File: src/design/ibrd_pkg.sv
// Shared types and constants for the indexed bitmap RLE decoder.
package ibrd_pkg;

    // Opcode bytes of the encoded stream.
    localparam logic [7:0] OP_BASE    = 8'hFB;
    localparam logic [7:0] OP_TRANSP  = 8'hFC;
    localparam logic [7:0] OP_SOLID   = 8'hFD;
    localparam logic [7:0] OP_ROW_END = 8'hFE;
    localparam logic [7:0] OP_IMG_END = 8'hFF;

    // Field widths.
    localparam int DIM_W   = 17;
    localparam int COLOR_W = 8;
    localparam int FMT_W   = 4;
    localparam logic [FMT_W-1:0] FMT_MAX = 4'd8;
    localparam logic [DIM_W-1:0] COUNT_SAT = 17'h1FFFF;

    // Configuration register indexes.
    localparam logic [1:0] REG_WIDTH  = 2'd0;
    localparam logic [1:0] REG_HEIGHT = 2'd1;
    localparam logic [1:0] REG_FORMAT = 2'd2;

    // Command kinds passed from the parser to the run stage.
    typedef enum logic [2:0] {
        CMD_NOP,
        CMD_RUN,
        CMD_PAD,
        CMD_FILL,
        CMD_FLAG
    } cmd_kind_t;

    // One parsed command.
    typedef struct packed {
        cmd_kind_t            kind;
        logic                 restart;
        logic [COLOR_W-1:0]   value;
        logic [7:0]           len;
        logic [DIM_W-1:0]     rows_left;
        logic                 last;
        logic [COLOR_W-1:0]   max_color;
    } cmd_t;

endpackage

File: src/design/indexed_bitmap_rle_decoder_top.sv
// Top level of the indexed bitmap RLE decoder: configuration port and channel wiring.
//
// The encoded bitmap enters one byte per word on the s_ channel: s_tdata carries the
// byte, s_tuser marks the first byte of an image. Each byte yields at most one run
// word on the m_ channel: m_tdata holds pixel value, clipped run count and maximum
// color so far; m_tlast marks the end of an image; m_tuser flags an oversized image.
// Image width, height and code format are set over the APB port at 0x0, 0x4 and 0x8
// while the decoder is idle; the oversize flag is recomputed at the write itself.
// An accepted byte's command passes from the parser into the command queue, and the
// run stage moves it from the queue into the output register. Throughput is one byte
// per cycle; the parser and the run stage each complete a word per cycle, and the
// command queue lets the parser keep accepting bytes while the receiver stalls, until
// the queue fills (QUEUE_DEPTH commands) and s_tready drops. Bytes that yield no run
// word take a queue slot when they start an image or carry a run that the run stage
// drops (zero length or past the row end). Reset clears the configuration to zero,
// empties the queue and output register, and leaves the parser awaiting an image's first byte.
module indexed_bitmap_rle_decoder_top #(
    parameter int MAX_PIXELS  = 65536,
    parameter int QUEUE_DEPTH = 4
) (
    input  logic        aclk,
    input  logic        aresetn,
    // Input words.
    input  logic        s_tvalid,
    output logic        s_tready,
    input  logic [7:0]  s_tdata,   // [7:0] data_byte
    input  logic [0:0]  s_tuser,   // [0] first_of_image
    // Run words.
    output logic        m_tvalid,
    input  logic        m_tready,
    output logic [39:0] m_tdata,   // [7:0] pixel_value, [24:8] run_count, [32:25] max_color
    output logic        m_tlast,
    output logic [0:0]  m_tuser,   // [0] size_error
    // Configuration.
    input  logic        psel,
    input  logic        penable,
    input  logic        pwrite,
    input  logic [3:0]  paddr,
    input  logic [31:0] pwdata,
    output logic [31:0] prdata,
    output logic        pready
);

    logic [ibrd_pkg::DIM_W-1:0] width_reg, height_reg;
    logic [ibrd_pkg::FMT_W-1:0] format_reg;
    logic                       too_large_reg;
    logic                       cfg_wr;
    logic [1:0]                 reg_index;
    logic [2*ibrd_pkg::DIM_W-1:0] size_prod;

    logic           accept;
    logic           cmd_valid;
    ibrd_pkg::cmd_t cmd;
    logic           q_full, q_not_empty, q_pop;
    ibrd_pkg::cmd_t q_head;

    logic [7:0]                 pixel_value, max_color;
    logic [ibrd_pkg::DIM_W-1:0] run_count;
    logic                       size_error;

    assign pready    = 1'b1;
    assign cfg_wr    = psel && penable && pwrite;
    assign reg_index = paddr[3:2];

    // Product of the dimensions with the register being written taking its new value.
    always_comb begin
        size_prod = width_reg * height_reg;
        if (reg_index == ibrd_pkg::REG_WIDTH) begin
            size_prod = pwdata[ibrd_pkg::DIM_W-1:0] * height_reg;
        end else if (reg_index == ibrd_pkg::REG_HEIGHT) begin
            size_prod = width_reg * pwdata[ibrd_pkg::DIM_W-1:0];
        end
    end

    // Configuration registers.
    always_ff @(posedge aclk) begin
        if (!aresetn) begin
            width_reg     <= '0;
            height_reg    <= '0;
            format_reg    <= '0;
            too_large_reg <= 1'b0;
        end else if (cfg_wr) begin
            case (reg_index)
                ibrd_pkg::REG_WIDTH:  width_reg  <= pwdata[ibrd_pkg::DIM_W-1:0];
                ibrd_pkg::REG_HEIGHT: height_reg <= pwdata[ibrd_pkg::DIM_W-1:0];
                ibrd_pkg::REG_FORMAT: format_reg <= pwdata[ibrd_pkg::FMT_W-1:0];
                default: ;
            endcase
            too_large_reg <= (size_prod > (2*ibrd_pkg::DIM_W)'(MAX_PIXELS));
        end
    end

    // Register read back.
    always_comb begin
        case (reg_index)
            ibrd_pkg::REG_WIDTH:  prdata = {15'd0, width_reg};
            ibrd_pkg::REG_HEIGHT: prdata = {15'd0, height_reg};
            ibrd_pkg::REG_FORMAT: prdata = {28'd0, format_reg};
            default:              prdata = '0;
        endcase
    end

    assign s_tready = !q_full;
    assign accept   = s_tvalid && !q_full;

    ibrd_front u_front (
        .aclk           (aclk),
        .aresetn        (aresetn),
        .accept         (accept),
        .data_byte      (s_tdata),
        .first_of_image (s_tuser[0]),
        .image_height   (height_reg),
        .code_format    (format_reg),
        .too_large      (too_large_reg),
        .cmd_valid      (cmd_valid),
        .cmd            (cmd)
    );

    ibrd_queue #(
        .DEPTH (QUEUE_DEPTH)
    ) u_queue (
        .aclk      (aclk),
        .aresetn   (aresetn),
        .push      (cmd_valid),
        .push_data (cmd),
        .pop       (q_pop),
        .full      (q_full),
        .not_empty (q_not_empty),
        .head      (q_head)
    );

    ibrd_back u_back (
        .aclk          (aclk),
        .aresetn       (aresetn),
        .head_valid    (q_not_empty),
        .head          (q_head),
        .pop           (q_pop),
        .image_width   (width_reg),
        .too_large     (too_large_reg),
        .m_tvalid      (m_tvalid),
        .m_tready      (m_tready),
        .pixel_value   (pixel_value),
        .run_count     (run_count),
        .last_of_image (m_tlast),
        .max_color     (max_color),
        .size_error    (size_error)
    );

    assign m_tdata = {7'd0, max_color, run_count, pixel_value};
    assign m_tuser = size_error;

endmodule

File: src/design/ibrd_front.sv
// Byte parser: tracks opcodes, color base, rows and maximum color; emits commands.
module ibrd_front (
    input  logic                        aclk,
    input  logic                        aresetn,
    input  logic                        accept,
    input  logic [7:0]                  data_byte,
    input  logic                        first_of_image,
    input  logic [ibrd_pkg::DIM_W-1:0]  image_height,
    input  logic [ibrd_pkg::FMT_W-1:0]  code_format,
    input  logic                        too_large,
    output logic                        cmd_valid,
    output ibrd_pkg::cmd_t              cmd
);

    typedef enum logic [2:0] {
        PH_ROW_START,
        PH_OPCODE,
        PH_BASE_LO,
        PH_BASE_HI,
        PH_T_COUNT,
        PH_S_COUNT,
        PH_S_COLOR
    } phase_t;

    phase_t                     phase_reg, phase_next;
    logic [ibrd_pkg::DIM_W-1:0] row_reg, row_next;
    logic [15:0]                base_reg, base_next;
    logic [7:0]                 max_reg, max_next;
    logic [7:0]                 pend_reg, pend_next;
    logic [7:0]                 low_reg, low_next;
    logic                       done_reg, done_next;

    // Parse one byte against the current state.
    always_comb begin
        logic [ibrd_pkg::FMT_W-1:0] fmt;
        logic [8:0]                 mask;
        logic [7:0]                 shifted;
        logic [7:0]                 lit_color;
        logic [7:0]                 lit_len;
        logic [ibrd_pkg::DIM_W-1:0] row_inc;

        phase_next = phase_reg;
        row_next   = row_reg;
        base_next  = base_reg;
        max_next   = max_reg;
        pend_next  = pend_reg;
        low_next   = low_reg;
        done_next  = done_reg;
        cmd        = '0;
        cmd.kind   = ibrd_pkg::CMD_NOP;
        cmd.restart = first_of_image;

        fmt = (code_format > ibrd_pkg::FMT_MAX) ? ibrd_pkg::FMT_MAX : code_format;
        mask = (9'd1 << fmt) - 9'd1;
        shifted = data_byte >> fmt;
        lit_color = base_reg[7:0] + shifted;
        lit_len = (data_byte & mask[7:0]) + 8'd1;
        row_inc = row_reg + 17'd1;

        // A new image clears the parser state first.
        if (first_of_image) begin
            phase_next = PH_ROW_START;
            row_next   = '0;
            base_next  = '0;
            max_next   = '0;
            pend_next  = '0;
            low_next   = '0;
            done_next  = 1'b0;
            lit_color  = shifted;
            row_inc    = 17'd1;
            if (too_large || image_height == '0) begin
                done_next = 1'b1;
                cmd.kind  = ibrd_pkg::CMD_FLAG;
                cmd.last  = 1'b1;
            end
        end

        if (!done_next) begin
            case (first_of_image ? PH_ROW_START : phase_reg)
                PH_BASE_LO: begin
                    low_next   = data_byte;
                    phase_next = PH_BASE_HI;
                end
                PH_BASE_HI: begin
                    base_next  = {data_byte, low_reg};
                    phase_next = PH_OPCODE;
                end
                PH_T_COUNT: begin
                    phase_next = PH_OPCODE;
                    cmd.kind   = ibrd_pkg::CMD_RUN;
                    cmd.len    = data_byte + 8'd1;
                end
                PH_S_COUNT: begin
                    pend_next  = data_byte + 8'd1;
                    phase_next = PH_S_COLOR;
                end
                PH_S_COLOR: begin
                    phase_next = PH_OPCODE;
                    if (data_byte > max_reg) begin
                        max_next = data_byte;
                    end
                    cmd.kind  = ibrd_pkg::CMD_RUN;
                    cmd.value = data_byte;
                    cmd.len   = pend_reg;
                end
                default: begin
                    if ((first_of_image || phase_reg == PH_ROW_START)
                        && data_byte == ibrd_pkg::OP_IMG_END) begin
                        // End of image: fill the remaining rows.
                        done_next = 1'b1;
                        cmd.kind  = ibrd_pkg::CMD_FILL;
                        cmd.last  = 1'b1;
                        if (row_next < image_height) begin
                            cmd.rows_left = image_height - row_next;
                        end
                    end else begin
                        phase_next = PH_OPCODE;
                        case (data_byte)
                            ibrd_pkg::OP_BASE:   phase_next = PH_BASE_LO;
                            ibrd_pkg::OP_TRANSP: phase_next = PH_T_COUNT;
                            ibrd_pkg::OP_SOLID:  phase_next = PH_S_COUNT;
                            ibrd_pkg::OP_ROW_END: begin
                                row_next   = row_inc;
                                phase_next = PH_ROW_START;
                                cmd.kind   = ibrd_pkg::CMD_PAD;
                                cmd.last   = (row_inc >= image_height);
                                done_next  = (row_inc >= image_height);
                            end
                            default: begin
                                // Literal byte: color index and run length.
                                if (lit_color > max_next) begin
                                    max_next = lit_color;
                                end
                                cmd.kind  = ibrd_pkg::CMD_RUN;
                                cmd.value = lit_color;
                                cmd.len   = lit_len;
                            end
                        endcase
                    end
                end
            endcase
        end

        cmd.max_color = max_next;
        cmd_valid = accept && (first_of_image || cmd.kind != ibrd_pkg::CMD_NOP);
    end

    // Parser state registers.
    always_ff @(posedge aclk) begin
        if (!aresetn) begin
            phase_reg <= PH_ROW_START;
            row_reg   <= '0;
            base_reg  <= '0;
            max_reg   <= '0;
            pend_reg  <= '0;
            low_reg   <= '0;
            done_reg  <= 1'b1;
        end else if (accept) begin
            phase_reg <= phase_next;
            row_reg   <= row_next;
            base_reg  <= base_next;
            max_reg   <= max_next;
            pend_reg  <= pend_next;
            low_reg   <= low_next;
            done_reg  <= done_next;
        end
    end

endmodule

File: src/design/ibrd_queue.sv
// Small command queue between the parser and the run stage.
module ibrd_queue #(
    parameter int DEPTH = 4
) (
    input  logic           aclk,
    input  logic           aresetn,
    input  logic           push,
    input  ibrd_pkg::cmd_t push_data,
    input  logic           pop,
    output logic           full,
    output logic           not_empty,
    output ibrd_pkg::cmd_t head
);

    localparam int PTR_W = (DEPTH > 1) ? $clog2(DEPTH) : 1;
    localparam int CNT_W = $clog2(DEPTH + 1);
    localparam logic [PTR_W-1:0] LAST_PTR = PTR_W'(DEPTH - 1);
    localparam logic [CNT_W-1:0] FULL_CNT = CNT_W'(DEPTH);

    ibrd_pkg::cmd_t    mem [DEPTH];
    logic [PTR_W-1:0]  wr_ptr_reg, rd_ptr_reg;
    logic [CNT_W-1:0]  count_reg;

    assign full      = (count_reg == FULL_CNT);
    assign not_empty = (count_reg != '0);
    assign head      = mem[rd_ptr_reg];

    // Entry storage.
    always_ff @(posedge aclk) begin
        if (push) begin
            mem[wr_ptr_reg] <= push_data;
        end
    end

    // Pointers and fill count.
    always_ff @(posedge aclk) begin
        if (!aresetn) begin
            wr_ptr_reg <= '0;
            rd_ptr_reg <= '0;
            count_reg  <= '0;
        end else begin
            if (push) begin
                wr_ptr_reg <= (wr_ptr_reg == LAST_PTR) ? '0 : wr_ptr_reg + 1'b1;
            end
            if (pop) begin
                rd_ptr_reg <= (rd_ptr_reg == LAST_PTR) ? '0 : rd_ptr_reg + 1'b1;
            end
            if (push && !pop) begin
                count_reg <= count_reg + 1'b1;
            end else if (pop && !push) begin
                count_reg <= count_reg - 1'b1;
            end
        end
    end

    a_count_bound: assert property (@(posedge aclk) disable iff (!aresetn)
        count_reg <= FULL_CNT) else $error("queue count beyond depth");
    a_no_overflow: assert property (@(posedge aclk) disable iff (!aresetn)
        !(push && full && !pop)) else $error("push into full queue");
    a_no_underflow: assert property (@(posedge aclk) disable iff (!aresetn)
        !(pop && !not_empty)) else $error("pop from empty queue");

endmodule

File: src/design/ibrd_back.sv
// Run stage: clips runs to the row, computes pads and fills, holds the output word.
module ibrd_back (
    input  logic                        aclk,
    input  logic                        aresetn,
    input  logic                        head_valid,
    input  ibrd_pkg::cmd_t              head,
    output logic                        pop,
    input  logic [ibrd_pkg::DIM_W-1:0]  image_width,
    input  logic                        too_large,
    output logic                        m_tvalid,
    input  logic                        m_tready,
    output logic [7:0]                  pixel_value,
    output logic [ibrd_pkg::DIM_W-1:0]  run_count,
    output logic                        last_of_image,
    output logic [7:0]                  max_color,
    output logic                        size_error
);

    logic [ibrd_pkg::DIM_W-1:0] col_reg, col_next;
    logic                       m_valid_reg;
    logic [7:0]                 pixel_reg, max_reg;
    logic [ibrd_pkg::DIM_W-1:0] count_reg;
    logic                       last_reg, serr_reg;
    logic                       emit;
    logic [ibrd_pkg::DIM_W-1:0] count_new;

    assign pop = head_valid && (!m_valid_reg || m_tready);

    // Carry out the command at the head of the queue.
    always_comb begin
        logic [ibrd_pkg::DIM_W-1:0] col_eff;
        logic [ibrd_pkg::DIM_W:0]   sum;
        logic [2*ibrd_pkg::DIM_W-1:0] prod;

        col_eff   = head.restart ? '0 : col_reg;
        col_next  = col_eff;
        emit      = 1'b0;
        count_new = '0;
        sum       = {1'b0, col_eff} + {10'd0, head.len};
        prod      = head.rows_left * image_width;

        case (head.kind)
            ibrd_pkg::CMD_RUN: begin
                if (head.len != '0 && col_eff < image_width) begin
                    emit = 1'b1;
                    if (sum > {1'b0, image_width}) begin
                        count_new = image_width - col_eff;
                        col_next  = image_width;
                    end else begin
                        count_new = {9'd0, head.len};
                        col_next  = sum[ibrd_pkg::DIM_W-1:0];
                    end
                end
            end
            ibrd_pkg::CMD_PAD: begin
                emit     = 1'b1;
                col_next = '0;
                if (col_eff < image_width) begin
                    count_new = image_width - col_eff;
                end
            end
            ibrd_pkg::CMD_FILL: begin
                emit = 1'b1;
                if (prod > {17'd0, ibrd_pkg::COUNT_SAT}) begin
                    count_new = ibrd_pkg::COUNT_SAT;
                end else begin
                    count_new = prod[ibrd_pkg::DIM_W-1:0];
                end
            end
            ibrd_pkg::CMD_FLAG: begin
                emit     = 1'b1;
                col_next = '0;
            end
            default: begin
                emit = 1'b0;
            end
        endcase
    end

    // Column and output valid.
    always_ff @(posedge aclk) begin
        if (!aresetn) begin
            col_reg     <= '0;
            m_valid_reg <= 1'b0;
        end else begin
            if (pop) begin
                col_reg <= col_next;
            end
            if (pop && emit) begin
                m_valid_reg <= 1'b1;
            end else if (m_tready) begin
                m_valid_reg <= 1'b0;
            end
        end
    end

    // Output word.
    always_ff @(posedge aclk) begin
        if (pop && emit) begin
            pixel_reg <= head.value;
            count_reg <= count_new;
            last_reg  <= head.last;
            max_reg   <= head.max_color;
            serr_reg  <= too_large;
        end
    end

    assign m_tvalid      = m_valid_reg;
    assign pixel_value   = pixel_reg;
    assign run_count     = count_reg;
    assign last_of_image = last_reg;
    assign max_color     = max_reg;
    assign size_error    = serr_reg;

    a_col_in_row: assert property (@(posedge aclk) disable iff (!aresetn)
        pop && emit && head.kind == ibrd_pkg::CMD_RUN |=> col_reg <= image_width)
        else $error("column past row end after run");
    a_fill_is_last: assert property (@(posedge aclk) disable iff (!aresetn)
        pop && (head.kind == ibrd_pkg::CMD_FILL || head.kind == ibrd_pkg::CMD_FLAG)
        |=> m_valid_reg && last_reg) else $error("image end word without last");
    a_run_nonzero: assert property (@(posedge aclk) disable iff (!aresetn)
        pop && emit && head.kind == ibrd_pkg::CMD_RUN |=> count_reg != '0 && !last_reg)
        else $error("empty run word");

endmodule
File: config.mk
export PLATFORM = sky130hd
export DESIGN_NAME = indexed_bitmap_rle_decoder_top
export DESIGN_NICKNAME = d
export VERILOG_FILES = /design/src/design/ibrd_pkg.sv /design/src/design/indexed_bitmap_rle_decoder_top.sv /design/src/design/ibrd_front.sv /design/src/design/ibrd_queue.sv /design/src/design/ibrd_back.sv
export SDC_FILE = /design/constraint.sdc
export NUM_CORES = 2
export LEC_CHECK = 0
export ABC_AREA = 0
export BUFFER_PORTS_ARGS = -buffer_cell sky130_fd_sc_hd__buf_2
export CORE_ASPECT_RATIO = 0.75
export CORE_MARGIN = 2
export CORE_UTILIZATION = 35
export CTS_CLUSTER_SIZE = 30
export DETAILED_ROUTE_END_ITERATION = 10
export MAX_ROUTING_LAYER = met4
export PLACE_DENSITY = 0.56
export SYNTH_ARGS = -nofsm -noshare
export SYNTH_HDL_FRONTEND = slang
export SYNTH_SLANG_ARGS = --single-unit
File: constraint.sdc
create_clock -name aclk -period 7.8 [get_ports aclk]
set_input_delay 1.17 -clock aclk [delete_from_list [all_inputs] [get_ports aclk]]
set_output_delay 1.17 -clock aclk [all_outputs]
set_load 0.03 [all_outputs]
* Yosys cells after proc, flatten, opt, wreduce, memory -nomap -nowiden *
Memory sizes are Yosys's and may differ from the RTL's. A register that Yosys moved wholly into a read port is not among the register bits.
Index checks and enable logic that the tools add are counted.

word-level totals
  bits in registers = 160
  RAM bits = 184
  bits of input ports = 52
  output and inout bits = 77
  memories = 1

cells by class
  add/subtract/negate cells = 12
  multiply operators = 4
  magnitude comparators = 9
  eq/ne operators = 19
  shift-type cells = 2
  multiplexer cells = 76
  bitwise logic cells = 1
  reduce and logical (&&, ||, !) cells = 38

memories
  name         depth  width  rd ports  clocked after Yosys merged registers in  wr ports  line              RTL
  u_queue.mem  4      46     1         1                                        1         ibrd_queue.sv:20  ibrd_pkg::cmd_t mem [DEPTH];

operators with widths
  operator               count
  $mux 17                15
  $mul 17x17->34         4
  $mux 8                 13
  $mux 34                3
  $pmux 17 s3            2
  $mux 16                5
  $gt 34x17->1 const B   2
  $eq 8x8->1 const B     5
  $lt 17x17->1           2
  $pmux 17 s2            1
  $sub 17x17->17         2
  $pmux 8 s2             2
  $mux 3                 9
  $pmux 8 s3             1
  $add 17x8->18          1
  $gt 18x17->1           1
  $mux 18                1
  $add 17x1->17 const B  1
  $ge 17x17->1           1
  $logic_not 17->1       1
  $add 8x1->8 const B    2
  $gt 8x8->1             2
  $eq 3x3->1 const B     5
  $mux 1                 14
  32 further kinds       66

* Longest topological paths before layout *
  word-level depth = 15
  depth in mapped cells = 31
  mapped depth without buffers = 26

* Modules after synthesis *
Synthesis repeated with hierarchy kept, for this count alone.

unflattened totals
  cells, all modules = 6643
  area total of the unflattened synthesis = 59545.9 um^2

modules (own cells, without submodules)
  module                          instances  cells an instance  area an instance (um^2)
  indexed_bitmap_rle_decoder_top  1          3804               31542.8
  ibrd_back                       1          1686               14470.1
  ibrd_queue                      1          284                7159.4
  ibrd_front                      1          869                6373.6

* Worst setup path after synthesis *
OpenSTA, ideal clock, no wires.

  kind = register to register
  start = register (tool-made name)
  end = register u_back.count_reg, in the netlist u_back.run_count[1], data pin
  setup time = 259 ps
  arrival time = 8129 ps
  setup slack = -588 ps
  stages on the path, launching flop included = 30
  buffers on the path = 5
  cell sequence = dfxtp_1 -> buf_2 -> buf_2 -> buf_1 -> mux4_2 -> and2_1 -> fa_1 -> inv_1 -> fa_1 -> inv_1 -> fa_1 -> inv_1 -> fa_1 -> fa_1 -> inv_1 -> fa_1 -> ha_1 -> buf_2 -> a21oi_2 -> o21ai_0 -> a221oi_1 -> o31ai_1 -> a221o_1 -> a311o_1 -> a21oi_2 -> o21ai_1 -> o22ai_2 -> a31oi_4 -> buf_6 -> a211o_1

RTL lines
  item                  line              RTL
  to (signal assigned)  ibrd_back.sv:101  count_reg <= count_new;
  to (decl)             ibrd_back.sv:22   logic [ibrd_pkg::DIM_W-1:0] count_reg;

==> metrics.md <==
| Metric | Value |
|---|---|
| Sw frac | 39.70% |
| Cts bufs inserted | 40 |
| Proportion of layout cells with a drive suffix above 1 | 11.31% |
| CP arrival | 8.00 ns |
| # Max-Cap Violations | 0 |
| Overall global routing resource usage | 21.69% |
| Routability cong. | 0.9000 |
| FF-to-FF path depth | 26 |
| Worst path max stage delay | 0.64 ns |
| Io pins | 129 |
| H-tree depth | 2 |
| Class of the worst hold path | register to register |
| Power share of the sequential group | 30.4% |
| Clock transition at path regs | 0.06 ns |
| Post-synth EDFFs | 219 |
| HP Start | u_back.col_reg[1] |
| Clock Path Buffers | 3 |
| Max-Slew Margin vs Limit | 15.20% |
| ANT nets after route | 0 |
| First-pass GRT wire length | 274,300 µm |
| Max reg flops | 184 |
| Hold Slack | 0.4564 ns |
| Core box area | 162,200 µm² |
| WS Path Type | register to register |
| CP required | 8.10 ns |
| Register area share after synthesis | 15.69% |
| Net Sw Power | 2901 µW |
| DIE AREA | 166,500 µm² |
| Final HPWL DP | 141,500 µm |
| Reg with most FFs | u_queue.mem |
| Synth Cell Area | 57,110 µm² |
| Skew final | 0.01714 ns |
| Synth Area per Inst | 8.951 µm² |
| Period utilisation layout | 98.75% |
| Setup slack after layout | 0.09739 ns |
| Filler cell count | 16,290 |
| PwrDens | 114.0 nW/µm² |
| Vias/cell | 5.155 |
| Peak supply drop | 0.1744 mV |
| First-iteration detailed-routing DRC count | 4,007 |
| Adder-Cell Fraction of Synth Area | 43.52% |
| I/O Buffers | 88 |
| Pint | 4406 µW |
| Largest net degree at the start of global routing | 80 |
| R2r endpoint | u_back.run_count[14] |
| Die H | 353.8 µm |
| Post-synthesis compound-gate area fraction | 9.026% |
| Slew @ Worst Pin | 1.269 ns |
| DR DRC count | 0 |
| Area Overhead vs Synth | 12.26% |
| Top FF cell, synth | edfxtp_1 |
| Combinational Power Share | 44.5% |
| Post-route minimum period | 7.703 ns |
| Final setup viols | 0 |
| Max Slew Vio Count | 0 |
| Crit path max fanout | 5 |
| Fmax | 129.8 MHz |
| Synth async-reset ratio | 0% |
| Critical path's slowest cell | mux4_2 |
| Post-Synthesis Cells | 6,381 |
| Mux contribution to synthesized area | 2.986% |
| Hold-critical path depth | 1 |
| Crit. End Element | register |
| TritonRoute pass-1 iters | 6 |
| Worst Hold Endpoint | u_back.col_reg[1] |
| Final Hold Viols | 0 |
| Drt wl/cell | 20.03 µm |
| CTS Sinks | 338 |
| Final nets | 8,062 |
| #FFs+latches synth | 338 |
| Synth warn | 0 |
| Grt ovf | 0 |
| RSZ-0062 raised after global routing | true |
| Combinational family with the most area after synthesis | adder cells |
| Rows | 128 |
| Initial antenna violation count | 11 |
| Synth Area in Simple Gates | 15.93% |
| Setup WS pre-CTS | -0.3209 ns |
| Root buf cell | clkbuf_16 |
| Status | finished, final reports clean |
| Clk pwr share | 25.1% |
| Synth unique cells | 102 |
| Die W | 470.5 µm |
| Setup TNS | 0 ns |
| CTS tree | done |
| Initial Util | 35.20% |
| Layout Utilization | 39.52% |
| Clk Latency, worst-skew pair | 0.58 ns |
| Reg2Reg Setup Slack | 0.1 ns |
| CP Launch Type | register |
| Pleak | 0.02898 µW |
| Vias | 45,100 |
| Vias in the first global route | 45,910 |
| Top cell by count, worst path | fa_1 |
| Hold-fix buffers, CTS | 0 |
| Post-synthesis xor/xnor area fraction | 2.484% |
| Final WL | 175,300 µm |
-- worst max-delay path by stage --
| stage | to | slack (ns) | cells past startpoint |
|---|---|---|---|
| detailed placement | too_large_reg | -0.32 | 23 |
| global route | u_back.run_count[14] | -0.12 | 27 |
| floorplan | u_back.run_count[1] | 0.05 | 29 |
| global placement | too_large_reg | -0.32 | 26 |
| CTS | u_back.run_count[14] | 0.01 | 28 |
| finish | u_back.run_count[14] | 0.1 | 26 |
-- cell type report --
cell class	instances	area [µm²]	area share (%)
timing repair buffer	504	4135	6.450
clock inverter	23	210.2	0.3279
clock buffer	49	1035	1.614
inverter	1158	4352	6.787
multi-input combinational	4523	42670	66.56
tap	2145	2684	4.186
sequential	338	9001	14.04
antenna	9	22.52	0.03513
-- power by group through the flow --
| stage | Combinational, µW | Clock [µW] | Sequential (µW) |
|---|---|---|---|
| 6_report | 3250 | 1830 | 2220 |
| 5_1_grt | 3490 | 1930 | 2240 |
| 4_1_cts | 3110 | 1860 | 2230 |
| 3_5_place_dp | 3060 | 0 | 2270 |
| 3_3_place_gp | 3040 | 0 | 2270 |
| 2_1_floorplan | 1710 | 0 | 2410 |
-- cells in the final DEF, fill, tap and decap left out, types with 14 or more instances in the layout --
cell type  instances
dfxtp_2           16
o22ai_1           15
a211oi_1          24
nor2_1           337
ha_1             535
o211ai_1          16
mux2i_1           59
conb_1            23
xnor2_1           92
o21bai_1          21
and3_1            31
a211o_1           14
a21oi_1          219
inv_1           1142
dfxtp_1           97
a21o_1            68
o31ai_1           18
nor2b_1           44
nand2_1         1017
mux4_2            46
o21ai_1           32
buf_4            362
fa_1             892
xor2_1            69
nand4_1           29
a22oi_1           45
buf_12            38
nor3_1            51
o2bb2ai_1         15
o21ai_0          104
o21a_1            29
nand2b_1          21
nand3_1           61
edfxtp_1         219
buf_2             86
clkbuf_16         42
a31oi_1           21
and2_1           304
nor4_1            21
-- cells in the mapped netlist, types with 59 or more instances --
master | count | area (µm²)
inv_1 | 1152 | 4324
nand2_1 | 1020 | 3829
fa_1 | 901 | 18040
ha_1 | 544 | 6807
nor2_1 | 340 | 1276
clkbuf_1 | 329 | 1235
and2_1 | 318 | 1989
a21oi_1 | 225 | 1126
edfxtp_1 | 219 | 6576
dfxtp_1 | 119 | 2382
o21ai_0 | 106 | 530.5
xnor2_1 | 92 | 805.8
xor2_1 | 70 | 613.1
a21o_1 | 68 | 510.5
nand3_1 | 62 | 310.3
mux2i_1 | 59 | 590.6
-- kinds of logic after synthesis --
family	after synthesis
XOR/XNOR	162
buffers and inverters	1541
multiplexers	112
flip-flops	338
other	2
adder cells (fa/ha/maj)	1446
AND/OR/NAND/NOR	2007
AO/OA/AOI/OAI	773
-- routing by layer --
metal	global-route usage [%]	wire length, µm
met1	32.68	83800
met2	30.35	72430
met3	4.109	16430
met4	3.503	2608
met5	-	0
-- worst max-delay path: cells and delay by family (launching register included) --
kind	cells	cell delay, ns
multiplexers	1	0.64
buffers and inverters	6	0.56
flip-flops	1	0.41
AO/OA/AOI/OAI	11	2.39
adder cells (fa/ha/maj)	7	3.19
AND/OR/NAND/NOR	1	0.24
-- stage by stage --
stage / power (µW) / instances / cell area, µm²
floorplan: 4119 / 6402 / 57220
global placement: 5301 / 8645 / 62180
detailed placement: 5325 / 8645 / 62180
CTS: 7197 / 8721 / 63500
global route: 7667 / 8746 / 64110
finish: 7307 / 8749 / 64110
-- repair_timing --
item	CTS	global route
setup buffers	4	19
gates resized for setup	2	100
setup endpoints to repair	17	18
pin swaps	4	21
endpoints found under the hold margin	0	0
gates cloned	0	2
Power figures use the tool's default switching activity.
